**config.mk**
```make
export PLATFORM = sky130hd
export DESIGN_NAME = lpr_ctrl
export DESIGN_NICKNAME = d
export VERILOG_FILES = /design/src/hdl/assert_macros.svh /design/src/hdl/lpr_pkg.sv /design/src/hdl/lpr_ctrl.sv
export SDC_FILE = /design/constraint.sdc
export NUM_CORES = 1
export LEC_CHECK = 0
export BUFFER_PORTS_ARGS = -buffer_cell sky130_fd_sc_hd__buf_2
export CORE_AREA = 4 4 41 43
export DETAILED_ROUTE_END_ITERATION = 16
export DIE_AREA = 0 0 45 47
export GPL_TIMING_DRIVEN = 0
export PLACE_DENSITY_LB_ADDON = 0.05
export RECOVER_POWER = 25
export SYNTH_ARGS = -nofsm -noshare
export SYNTH_HDL_FRONTEND = slang
export SYNTH_SLANG_ARGS = --single-unit
```
**constraint.sdc**
```tcl
create_clock -name clk_i -period 4.2 [get_ports clk_i]
set_clock_uncertainty 0.15 [all_clocks]
set_input_delay 0.84 -clock clk_i [delete_from_list [all_inputs] [get_ports clk_i]]
set_output_delay 0.84 -clock clk_i [all_outputs]
set_load 0.02 [all_outputs]
```
**src/hdl/assert_macros.svh**
```systemverilog
// ----------------------------------------------------------------------------
// Assertion macros
// Concurrent assertion helpers shared by the RTL files. They expand to
// nothing when SYNTH is defined.
// ----------------------------------------------------------------------------
`ifndef ASSERT_MACROS_SVH
`define ASSERT_MACROS_SVH
`ifndef SYNTH
// The expression holds at every clock edge out of reset.
`define ASSERT_ALWAYS(lbl, clk, rst_n, expr, msg) \
  lbl: assert property (@(posedge clk) disable iff (!rst_n) (expr)) else $error(msg);
// The consequent holds in the same cycle as the antecedent.
`define ASSERT_IMPL(lbl, clk, rst_n, ante, cons, msg) \
  lbl: assert property (@(posedge clk) disable iff (!rst_n) (ante) |-> (cons)) \
    else $error(msg);
// The consequent holds in the cycle after the antecedent.
`define ASSERT_NEXT(lbl, clk, rst_n, ante, cons, msg) \
  lbl: assert property (@(posedge clk) disable iff (!rst_n) (ante) |=> (cons)) \
    else $error(msg);
`else
`define ASSERT_ALWAYS(lbl, clk, rst_n, expr, msg)
`define ASSERT_IMPL(lbl, clk, rst_n, ante, cons, msg)
`define ASSERT_NEXT(lbl, clk, rst_n, ante, cons, msg)
`endif
`endif

```
**src/hdl/lpr_pkg.sv**
```systemverilog
// ----------------------------------------------------------------------------
// LRU page replacement package
// Fixed widths, controller states and the command and status bundles.
// ----------------------------------------------------------------------------
`default_nettype none

package lpr_pkg;

  localparam int unsigned PAGE_IN_W   = 8;
  localparam int unsigned FRAME_OUT_W = 6;
  localparam int unsigned CFG_W       = 7;
  localparam int unsigned STAMP_W     = 32;
  localparam int unsigned CNT_W       = 32;

  localparam logic [CFG_W-1:0] FRAME_COUNT_RST = 7'd64;

  typedef enum logic [7:0] {
    ST_CLEAR    = 8'b0000_0001,
    ST_IDLE     = 8'b0000_0010,
    ST_LOOK     = 8'b0000_0100,
    ST_SCAN     = 8'b0000_1000,
    ST_SCAN_END = 8'b0001_0000,
    ST_EVICT_RD = 8'b0010_0000,
    ST_EVICT    = 8'b0100_0000,
    ST_FILL     = 8'b1000_0000
  } ctrl_state_e;

  // Commands from the controller to the datapath.
  typedef struct packed {
    logic clr_step;
    logic capture;
    logic do_hit;
    logic do_alloc;
    logic scan_init;
    logic scan_step;
    logic evict_rd;
    logic evict;
    logic fill;
  } dp_cmd_t;

  // Status from the datapath to the controller.
  typedef struct packed {
    logic cnt_last;
    logic hit;
    logic has_free;
  } dp_stat_t;

  function automatic logic [CNT_W-1:0] sat_inc(input logic [CNT_W-1:0] v);
    return (v == '1) ? v : v + 1'b1;
  endfunction

endpackage

`default_nettype wire

```
**src/hdl/lpr_ctrl.sv**
```systemverilog
// ----------------------------------------------------------------------------
// LRU page replacement controller
// Sequences clearing, lookup, the oldest-page scan and the eviction steps.
// ----------------------------------------------------------------------------
`default_nettype none

module lpr_ctrl (
  input  wire logic              clk_i,
  input  wire logic              rst_ni,
  input  wire logic              start_i,
  input  wire lpr_pkg::dp_stat_t stat_i,
  output lpr_pkg::dp_cmd_t       cmd_o,
  output logic                   busy_o
);

  lpr_pkg::ctrl_state_e state_d, state_q;

  always_comb begin
    state_d = state_q;
    cmd_o   = '0;
    busy_o  = 1'b1;
    unique case (state_q)
      lpr_pkg::ST_CLEAR: begin
        cmd_o.clr_step = 1'b1;
        if (stat_i.cnt_last) begin
          state_d = lpr_pkg::ST_IDLE;
        end
      end
      lpr_pkg::ST_IDLE: begin
        busy_o = 1'b0;
        if (start_i) begin
          cmd_o.capture = 1'b1;
          state_d       = lpr_pkg::ST_LOOK;
        end
      end
      lpr_pkg::ST_LOOK: begin
        if (stat_i.hit) begin
          cmd_o.do_hit = 1'b1;
          state_d      = lpr_pkg::ST_IDLE;
        end else if (stat_i.has_free) begin
          cmd_o.do_alloc = 1'b1;
          state_d        = lpr_pkg::ST_IDLE;
        end else begin
          cmd_o.scan_init = 1'b1;
          state_d         = lpr_pkg::ST_SCAN;
        end
      end
      lpr_pkg::ST_SCAN: begin
        cmd_o.scan_step = 1'b1;
        if (stat_i.cnt_last) begin
          state_d = lpr_pkg::ST_SCAN_END;
        end
      end
      lpr_pkg::ST_SCAN_END: begin
        state_d = lpr_pkg::ST_EVICT_RD;
      end
      lpr_pkg::ST_EVICT_RD: begin
        cmd_o.evict_rd = 1'b1;
        state_d        = lpr_pkg::ST_EVICT;
      end
      lpr_pkg::ST_EVICT: begin
        cmd_o.evict = 1'b1;
        state_d     = lpr_pkg::ST_FILL;
      end
      lpr_pkg::ST_FILL: begin
        cmd_o.fill = 1'b1;
        state_d    = lpr_pkg::ST_IDLE;
      end
      default: begin
        state_d = lpr_pkg::ST_IDLE;
      end
    endcase
  end

  always_ff @(posedge clk_i or negedge rst_ni) begin
    if (!rst_ni) begin
      state_q <= lpr_pkg::ST_CLEAR;
    end else begin
      state_q <= state_d;
    end
  end

endmodule

`default_nettype wire

```
# Yosys cells after proc, flatten, opt, wreduce, memory -nomap -nowiden
# Cells that the tools add are included.
[classes]
n_mux = 19
reduce_logical = 1
eq_ne = 11
[ops]
columns = ["cell", "count"]
rows = [
  ["$pmux 8 s7", 1],
  ["$mux 8", 4],
  ["$mux 1", 11],
  ["$eq 8x1->1 const B", 1],
  ["$eq 8x2->1 const B", 1],
  ["$eq 8x3->1 const B", 1],
  ["$eq 8x4->1 const B", 1],
  ["$eq 8x5->1 const B", 1],
  ["$eq 8x6->1 const B", 1],
  ["$eq 8x7->1 const B", 1],
  ["$eq 8x8->1 const B", 1],
  ["$ne 2x2->1 const B", 3],
  ["$mux 4", 1],
  ["$mux 3", 1],
  ["$reduce_and 3->1", 1],
  ["$mux 2", 1],
]
[totals]
wordCells = 32
input_bits = 6
output_inout_bits = 10
regBits = 8

# Logic depth before layout (Yosys ltp)
# Gate-level depths: netlist of run 1.
[logic_depth]
depth_word = 3
mapped_depth = 5
depth_no_buf = 4

# Worst setup path before layout of run 1
# Ideal clock, no wire load.
[synth_timing]
kind = "reg-to-output"
from = "register state_q[3]"
to = "output port cmd_o[1] (netlist name)"
arrival_ps = 1901
stages_incl_launch_ff = 5
n_path_buf = 1
slack_ps = 1309
required_time_ps = 3210
cell_sequence = "dfrtp_1 > or3_1 > or2_1 > buf_2 > nor4b_1"
[synth_lines]
columns = ["item", "line", "rtl"]
rows = [
  ["start, declared", "lpr_ctrl.sv:16", "lpr_pkg::ctrl_state_e state_d, state_q;"],
  ["start signal, assigned", "lpr_ctrl.sv:77", "state_q <= lpr_pkg::ST_CLEAR;"],
  ["start signal, assigned", "lpr_ctrl.sv:79", "state_q <= state_d;"],
  ["end, declared", "lpr_ctrl.sv:12", "output lpr_pkg::dp_cmd_t cmd_o,"],
]

==> flow_summary.toml, run 1 <==
[synthesis]
synthXorXnorAreaFrac_pct = 1.82
synth_top_area_cell = "dfrtp_1"
synth_cell_type_count = 26
yosys-top-cells-area = "dfrtp_1 (36%), nor2_1 (7.0%), dfstp_2 (5.5%), nor4b_1 (5.5%), or3_4 (4.7%)"
synth-edff-count = 0
synth-compound-area-share_pct = 14.8
yosys_warnings = 0
netlist_instances = 50
synth_mux_area_share_pct = 0
synthFlopType = "dfrtp_1"
yosysSeqAreaShare_pct = 41.9
syn_area_um2 = 480
synth.most_common_cell = "nor2_1"
synth.top_cells.by_count = "nor2_1 (9), dfrtp_1 (7), nor4b_1 (3)"
synth_adder_area_share_pct = 0
synth_nets = 56
synth_seq_cells = 8
syn_avg_cell_area_um2 = 9.61
synth_top_family_by_area = "simple AND/OR/NAND/NOR gates"
synth_top_area_share_pct = 36.5
yosys.area_share.simple_pct = 38.8
synth-async-reset-ratio_pct = 100

[routing]
drcViolationCount = 0
drt_iter0_markers = 3
wl_um = 1000
wl_per_cell_um = 11.9
routed_via_density = 4.98
antenna_left = 0
drtPass1Iterations = 3
num_vias = 418

[sta]
fmax_mhz = 340
period_needed_ps = 2940
setup_tns_ps = 0
fin_crit_sh_pct = 70.1
setup_viol = 0
setup_ws_ps = 1260
hold_viol = 0
tightest_slew_ps = 444
slew_headroom_pct = 70.4
rsz0062_at_grt = "no"
holdWs_ps = 341
drv_slew = 0

[clock_network]
clk_latency_ps = 260
cts_setup_buffers = 0
tritoncts = "done"
clkTransAtPathRegs_ps = 60
holdBufCountCts = 0
cts_resized = 0
clock_path_buffers = 2
htree_levels = 1
cts_root_buffer = "clkbuf_4"
cts.sinks = 8
cts_buffers = 3

[finish]
drive_gt1_share_pct = 36.2
final_core_util_pct = 46.1
top_regs = "state_q: 8 flops"
largest_reg_flops = 8
seq_area_um2 = 201
multiInputGateArea_um2 = 267
fin_cells = 84
syn_to_final_growth_pct = 24.7
fin_area_um2 = 599
nFillCells = 143
nets = 76
diodes = 0
largest-register = "state_q"

[global_routing]
grt_max_degree = 9
grt_pass1_vias = 405
grt_pass1_wl_um = 1780
antenna_found_initial = 0
grt_usage_pct = 11.8
grt_overflow = 0

[status]
status = "complete, no violations"

[setup_path]
cp_max_fo = 6
critPathCaptureType = "output port"
worstPathRequired_ps = 3210
worstSetupPathType = "flop to output port"
critPathArrivalTime_ps = 1950
start_kind = "flop"

[power]
ir_drop_mv = 0.255
leakagePower_nw = 0.275
power.total_mw = 0.272
p_per_area_mw_per_mm2 = 453

[floorplan]
initial_utilization_pct = 36.9
num_rows = 13
fp.dieW_um = 45
boundaryPins = 16
dieArea_mm2 = 0.00212
die-height_um = 47
placeableCoreArea_mm2 = 0.00130

[placement]
gp_congestion = 0.718
hpwl_um = 771
place_area_um2 = 574
io_buffers = 15
dp.cells = 80
dp_slack_ps = 1550

[job]
maxCapViolations = 0

[hold_path]
worstHoldPathType = "input port to asynchronous set/reset pin"
cell usage in the layout (no fill, tap or decap), types with 3 or more instances in the layout:
master,netlist,routed
nor2_1,9,9
buf_2,1,15
clkbuf_4,0,3
dfrtp_1,7,7
nor4b_1,3,3
path summary, 6_finish.rpt:
check / slack (ps) / endpoint / startpoint / depth (start not counted)
worst max-delay path: 1260 / cmd_o[1] / state_q[3]$_DFFE_PN0P_ / 5
worst min-delay path: 340 / state_q[6]$_DFFE_PN0P_ / rst_ni / 1
worst max register to register: 2380 / state_q[1]$_DFFE_PN0P_ / state_q[5]$_DFFE_PN0P_ / 4
worst min register to register: 400 / state_q[0]$_DFFE_PN1P_ / state_q[0]$_DFFE_PN1P_ / 2
max in group asynchronous: 3210 / state_q[0]$_DFFE_PN1P_ / rst_ni / 1
min in group clk_i: 400 / state_q[0]$_DFFE_PN1P_ / state_q[0]$_DFFE_PN1P_ / 2
worst max-delay path: stages (launching register included):
cell     delay (ps)
dfrtp_1         400
or3_1           420
or2_1           240
buf_2           150
nor4b_1         270
buf_2           210
kinds of logic after synthesis:
| logic type | after synthesis |
|---|---|
| AOI/OAI and AO/OA | 9 |
| buffers and inverters | 3 |
| xor gates and xnor gates | 1 |
| DFF | 8 |
| and+or+nand+nor | 29 |
metal layers:
| metal | track usage (%) | share of wire (%) | wire length [um] | vias to the layer above |
|---|---|---|---|---|
| met2 | 15.5 | 42 | 417 | 12 |
| met1 | 16.7 | 49 | 488 | 184 |
| li1 | - | - | - | 218 |
| met5 | 0 | 0 | 0 | - |
| met3 | 4.98 | 8.6 | 86 | 4 |
| met4 | 5.26 | 1.0 | 10 | 0 |
power by group:
part	internal [mW]	switching (mW)
clock	0.0364	0.0277
sequential	0.0862	0.0108
combinational	0.0457	0.0648
cell type report:
cell class                 instances  share of cell area, %
sequential                         8                   33.6
multi-input combinational         39                   44.5
clock buffer                       4                   4.38
inverter                           2                   1.25
tap                               15                   3.13
timing repair buffer              15                   12.3
buffer                             1                  0.835
Note: power is estimated with default switching activity, not from simulation.
==> run 2, diff against run 1 <==
Settings changed: ABC_AREA set to 1.
Clock period 4.2 ns to 2.5 ns, I/O delays scaled along.
==> run 2 against run 1 <==
Against the previous run:
- critical path depth is 4 higher
- sequential power grew 76%
- clock power is 68% higher
- hold slack better by 23 ps
- cell count increased by 27%
- sequential cell count is the same
- register-to-register slack worse by 1300 ps
- critical path type unchanged
- highest routed layer unchanged
==> flow_summary.toml, run 2 <==
[global_routing]
grt_overflow = 0
grt_usage_pct = 11.8
grt_max_degree = 9
grt_pass1_wl_um = 1720
antenna_found_initial = 0
grt_pass1_vias = 428

[finish]
largest_reg_flops = 8
mostFrequentLayoutCell = "nor2_1"
drive_gt1_share_pct = 40.2
diodes = 0
layout_common_cells = "nor2_1 (15), buf_2 (14), inv_1 (13)"
nets = 99
fin_cells = 107
syn_to_final_growth_pct = 24.1
top_regs = "state_q: 8 flops"
largest-register = "state_q"

[clock_network]
clk_latency_ps = 260
cts_buffers = 3
clock_path_buffers = 2
tritoncts = "done"
clkTransAtPathRegs_ps = 60
cts.sinks = 8
cts_resized = 0
cts_root_buffer = "clkbuf_4"
cts_setup_buffers = 0
htree_levels = 1
holdBufCountCts = 1

[routing]
drtPass1Iterations = 3
antenna_left = 0
drt_iter0_markers = 7
wl_per_cell_um = 9.21
num_vias = 462
routed_via_density = 4.32
drcViolationCount = 0
wl_um = 985

[hold_path]
worstHoldPathType = "input port to flop"
min_delay_path_depth = 4

[synthesis]
synth.most_common_cell = "nor2_1"
yosys-top-cells-area = "dfrtp_1 (33%), nor2_4 (15%), nor2_1 (11%), inv_1 (9.1%), nand3_1 (6.6%)"
synth_top_area_cell = "dfrtp_1"
synth_cell_type_count = 14
synth-async-reset-ratio_pct = 100
yosys_warnings = 0
syn_area_um2 = 534
synth_seq_cells = 8
yosysSeqAreaShare_pct = 37.7
synth_top_area_share_pct = 32.8
syn_avg_cell_area_um2 = 7.42
synth_nets = 78
netlist_instances = 72
synth.top_cells.by_count = "nor2_1 (15), inv_1 (13), nand2_1 (8)"
synthFlopType = "dfrtp_1"
synth-edff-count = 0

[placement]
gp_congestion = 0.691
hpwl_um = 855
dp_slack_ps = 558
dp.cells = 102
io_buffers = 15

[sta]
setup_tns_ps = 0
slew_headroom_pct = 71.0
hold_viol = 0
fmax_mhz = 452
drv_slew = 0
setup_ws_ps = 286
tightest_slew_ps = 435
fin_crit_sh_pct = 88.6
period_needed_ps = 2210
setup_viol = 0
rsz0062_at_grt = "no"

[setup_path]
worstPathRequired_ps = 1850
critPathArrivalTime_ps = 1560
cp_max_fo = 4
start_kind = "flop"
critPathCaptureType = "output port"
worstSetupPathType = "flop to output port"
reg2reg_depth = 8

[floorplan]
fp.dieW_um = 45
dieArea_mm2 = 0.00212
placeableCoreArea_mm2 = 0.00130
initial_utilization_pct = 41.1
die-height_um = 47
boundaryPins = 16
num_rows = 13

[power]
p_per_area_mw_per_mm2 = 827
leakagePower_nw = 0.374
ir_drop_mv = 0.539

[status]
status = "complete, no violations"

[job]
maxCapViolations = 0
## run 2: changes by cell type after synthesis, sizes merged, moves of 2 or more
cell,delta
or3,-3
o22ai,-2
nand3b,-2
and2,-2
nand2b,-2
nor4b,-3
nand3,+7
or2,-3
nor2,+15
o21a,-2
nand2,+12
inv,+15
## run 2: power by group
group          internal (mW)  leakage, nW  switching [mW]
sequential             0.149        0.104          0.0215
clock                 0.0612       0.0150          0.0467
combinational         0.0917        0.255           0.178
## run 2: worst max-delay path, stage by stage, from the launching register on
cell     delay (ps)
dfrtp_1         420
nor2_4          180
nand2_4         100
nor2_4          170
nand2_2          80
nand2_2          90
nor2_4           40
inv_2            60
nor2_1           30
buf_2           150
## run 2: per-layer routing
metal	part of all wire, %	GRT usage, %	routed length [um]
met1	45	14.4	447
met2	47	17.5	462
met3	5.2	3.45	51
met4	2.3	8.77	23
met5	0	0	0
## run 2: layout make-up
cell class                 instances  area, um2
timing repair buffer              16       83.8
multi-input combinational         47        269
sequential                         8        201
clock buffer                       4       26.3
inverter                          17       63.8
fill                             138        638
tap                               15       18.8
## run 2: cell families (layout without fill, tap and decap cells)
kind of cell           count (synthesis)  after routing  synth area share (%)
buffers and inverters                 17             37                  11.9
AO/OA/AOI/OAI                          1              1                 0.936
AND/OR/NAND/NOR                       46             46                  49.4
flip-flops                             8              8                  37.7
## run 2: worst paths after layout
kind,slack [ps],from,endpoint
max,290,state_q[5]$_DFFE_PN0P_,cmd_o[7]
min in group asynchronous,530,rst_ni,state_q[4]$_DFFE_PN0P_
max in group asynchronous,1330,rst_ni,state_q[0]$_DFFE_PN1P_
min reg2reg,450,state_q[6]$_DFFE_PN0P_,state_q[5]$_DFFE_PN0P_
max reg2reg,1070,state_q[5]$_DFFE_PN0P_,state_q[2]$_DFFE_PN0P_
min,360,start_i,state_q[1]$_DFFE_PN0P_
## run 2: metrics by stage
stage	power, mW	hold slack, ps	area, um2	utilization, %
global placement	0.442	202	628	48.3
finish	0.548	364	663	51.0
floorplan	0.382	54.4	534	-
global route	0.604	387	663	51.0
CTS	0.558	358	664	51.1
detailed placement	0.446	201	628	48.3
==> run 3, diff against run 2 <==
Settings changed: CORE_AREA 4 4 41 43 to unset, CORE_MARGIN set to 4, CORE_UTILIZATION set to 40, DIE_AREA 0 0 45 47 to unset.
==> run 3 against run 2 <==
Against the previous run:
- via count grew 2.6%
- sequential cell count stayed put
- maximum frequency hardly changed
- clock power hardly changed
- routed wire length rose by 8.4%
- worst setup slack got worse by 0.72 ps
- die area shrank 6.2%
- design area decreased by 0.19%
- sequential share of layout area rose by 0.057 points
- sequential power about the same
- highest routed layer unchanged
==> flow_summary.toml, run 3 (synthesized netlist as in run 2, its figures left out) <==
[status]
status = "complete, no violations"

[clock_network]
clk_latency_ps = 260
cts.sinks = 8
tritoncts = "done"
cts_buffers = 3
htree_levels = 1
cts_setup_buffers = 0
cts_root_buffer = "clkbuf_4"
clkTransAtPathRegs_ps = 50
clock_path_buffers = 2

[setup_path]
worstSetupPathType = "flop to output port"
reg2reg_depth = 8
worstPathRequired_ps = 1850
critPathCaptureType = "output port"
start_kind = "flop"
critPathArrivalTime_ps = 1560
reg2reg_to = "state_q[1]$_DFFE_PN0P_"
r2r_start = "state_q[5]$_DFFE_PN0P_"
cp_max_fo = 4
reg2reg_setup_slack_ps = 1050

[routing]
topRoutingLayerUsed = "met4"
wl_met1_um = 479
routed_via_density = 4.47
wl_um = 1070
num_vias = 474
antenna_left = 0
wl_met3_um = 85
wl_per_cell_um = 10.1
drt_iter0_markers = 7
drtPass1Iterations = 4
met2WireLength_um = 495
drcViolationCount = 0

[sta]
hold_viol = 0
setup_tns_ps = 0
rsz0062_at_grt = "no"
tightest_slew_ps = 464
fin_crit_sh_pct = 88.6
fmax_mhz = 452
drv_slew = 0
setup_viol = 0
slew_headroom_pct = 69.1
period_needed_ps = 2210

[finish]
nets = 99
diodes = 0
largest-register = "state_q"
layout_common_cells = "nor2_1 (15), buf_2 (14), inv_1 (13)"
mostFrequentLayoutCell = "nor2_1"
syn_to_final_growth_pct = 23.9
seq_area_um2 = 201
largest_reg_flops = 8
multiInputGateArea_um2 = 269
nFillCells = 126
fin_cells = 106
top_regs = "state_q: 8 flops"
drive_gt1_share_pct = 40.2

[hold_path]
min_from = "start_i"
worstHoldPathType = "input port to flop"
min_delay_path_depth = 4
min_to = "state_q[1]$_DFFE_PN0P_"

[floorplan]
boundaryPins = 16
fp.dieW_um = 44.5
initial_utilization_pct = 45.0
placeableCoreArea_mm2 = 0.00119
die-height_um = 44.5
dieArea_mm2 = 0.00198
num_rows = 12

[placement]
io_buffers = 15
gp_congestion = 0.713
dp.cells = 101
hpwl_um = 891

[job]
maxCapViolations = 0

[power]
p_per_area_mw_per_mm2 = 830
power.total_mw = 0.550
leakagePower_nw = 0.374
ir_drop_mv = 0.562

[global_routing]
grt_pass1_vias = 451
grt_usage_pct = 13.2
antenna_found_initial = 0
grt_overflow = 0
grt_pass1_wl_um = 1860
grt_max_degree = 9
## run 3: cell counts in the layout (fill, tap and decap cells not counted)
Identical to the previous run, type by type.
## run 3: final cells by class
cell class              instances  area share, %
clock buffers                   4           3.97
inverters                      17           9.64
multi-input cells              47           40.6
flip-flops and latches          8           30.4
well taps                      14           2.65
repair buffers                 16           12.7
## run 3: where the power goes
part	switching (mW)	internal (mW)
logic	0.180	0.0917
registers	0.0208	0.149
clock network	0.0470	0.0613
total	0.247	0.302
## run 3: timing repair
action	4_1_cts	5_1_grt
endpoints found under the hold margin	7	0
resized for setup	0	0
endpoints found under the setup margin	0	0
hold buffers	1	0
## run 3: worst max-delay path by stage
stage,slack [ps],start,cells past startpoint,to
global placement,550,state_q[0]$_DFFE_PN1P_,8,cmd_o[7]
CTS,260,state_q[0]$_DFFE_PN1P_,9,cmd_o[7]
finish,290,state_q[0]$_DFFE_PN1P_,9,cmd_o[7]
detailed placement,550,state_q[0]$_DFFE_PN1P_,9,cmd_o[7]
global route,130,state_q[0]$_DFFE_PN1P_,9,cmd_o[7]
floorplan,490,state_q[0]$_DFFE_PN1P_,8,cmd_o[7]
## run 3: worst max-delay path, cell delays in order, from the launching register on
cell and delay [ps]:
dfstp_2 550, inv_1 60, nand3_1 130, nor2_4 50, inv_2 90, nor2_4 50, nor2_4 100, inv_2 50
nor2_1 70, buf_2 160
## run 3: layer usage
layer,GRT usage (%),vias to the layer above
li1,-,252
met1,17.1,204
met2,18.6,16
met3,6.10,2
met4,5.42,0
met5,0,-
## run 3: through the flow
step | util (%) | worst slack [ps] | instance area, um2 | hold slack [ps]
4_1_cts | 55.9 | 261 | 663 | 352
3_5_place_dp | 52.8 | 554 | 627 | 205
2_1_floorplan | - | 488 | 534 | 54.4
6_report | 55.8 | 285 | 662 | 361
5_1_grt | 55.8 | 125 | 662 | 370
3_3_place_gp | 52.8 | 554 | 627 | 202
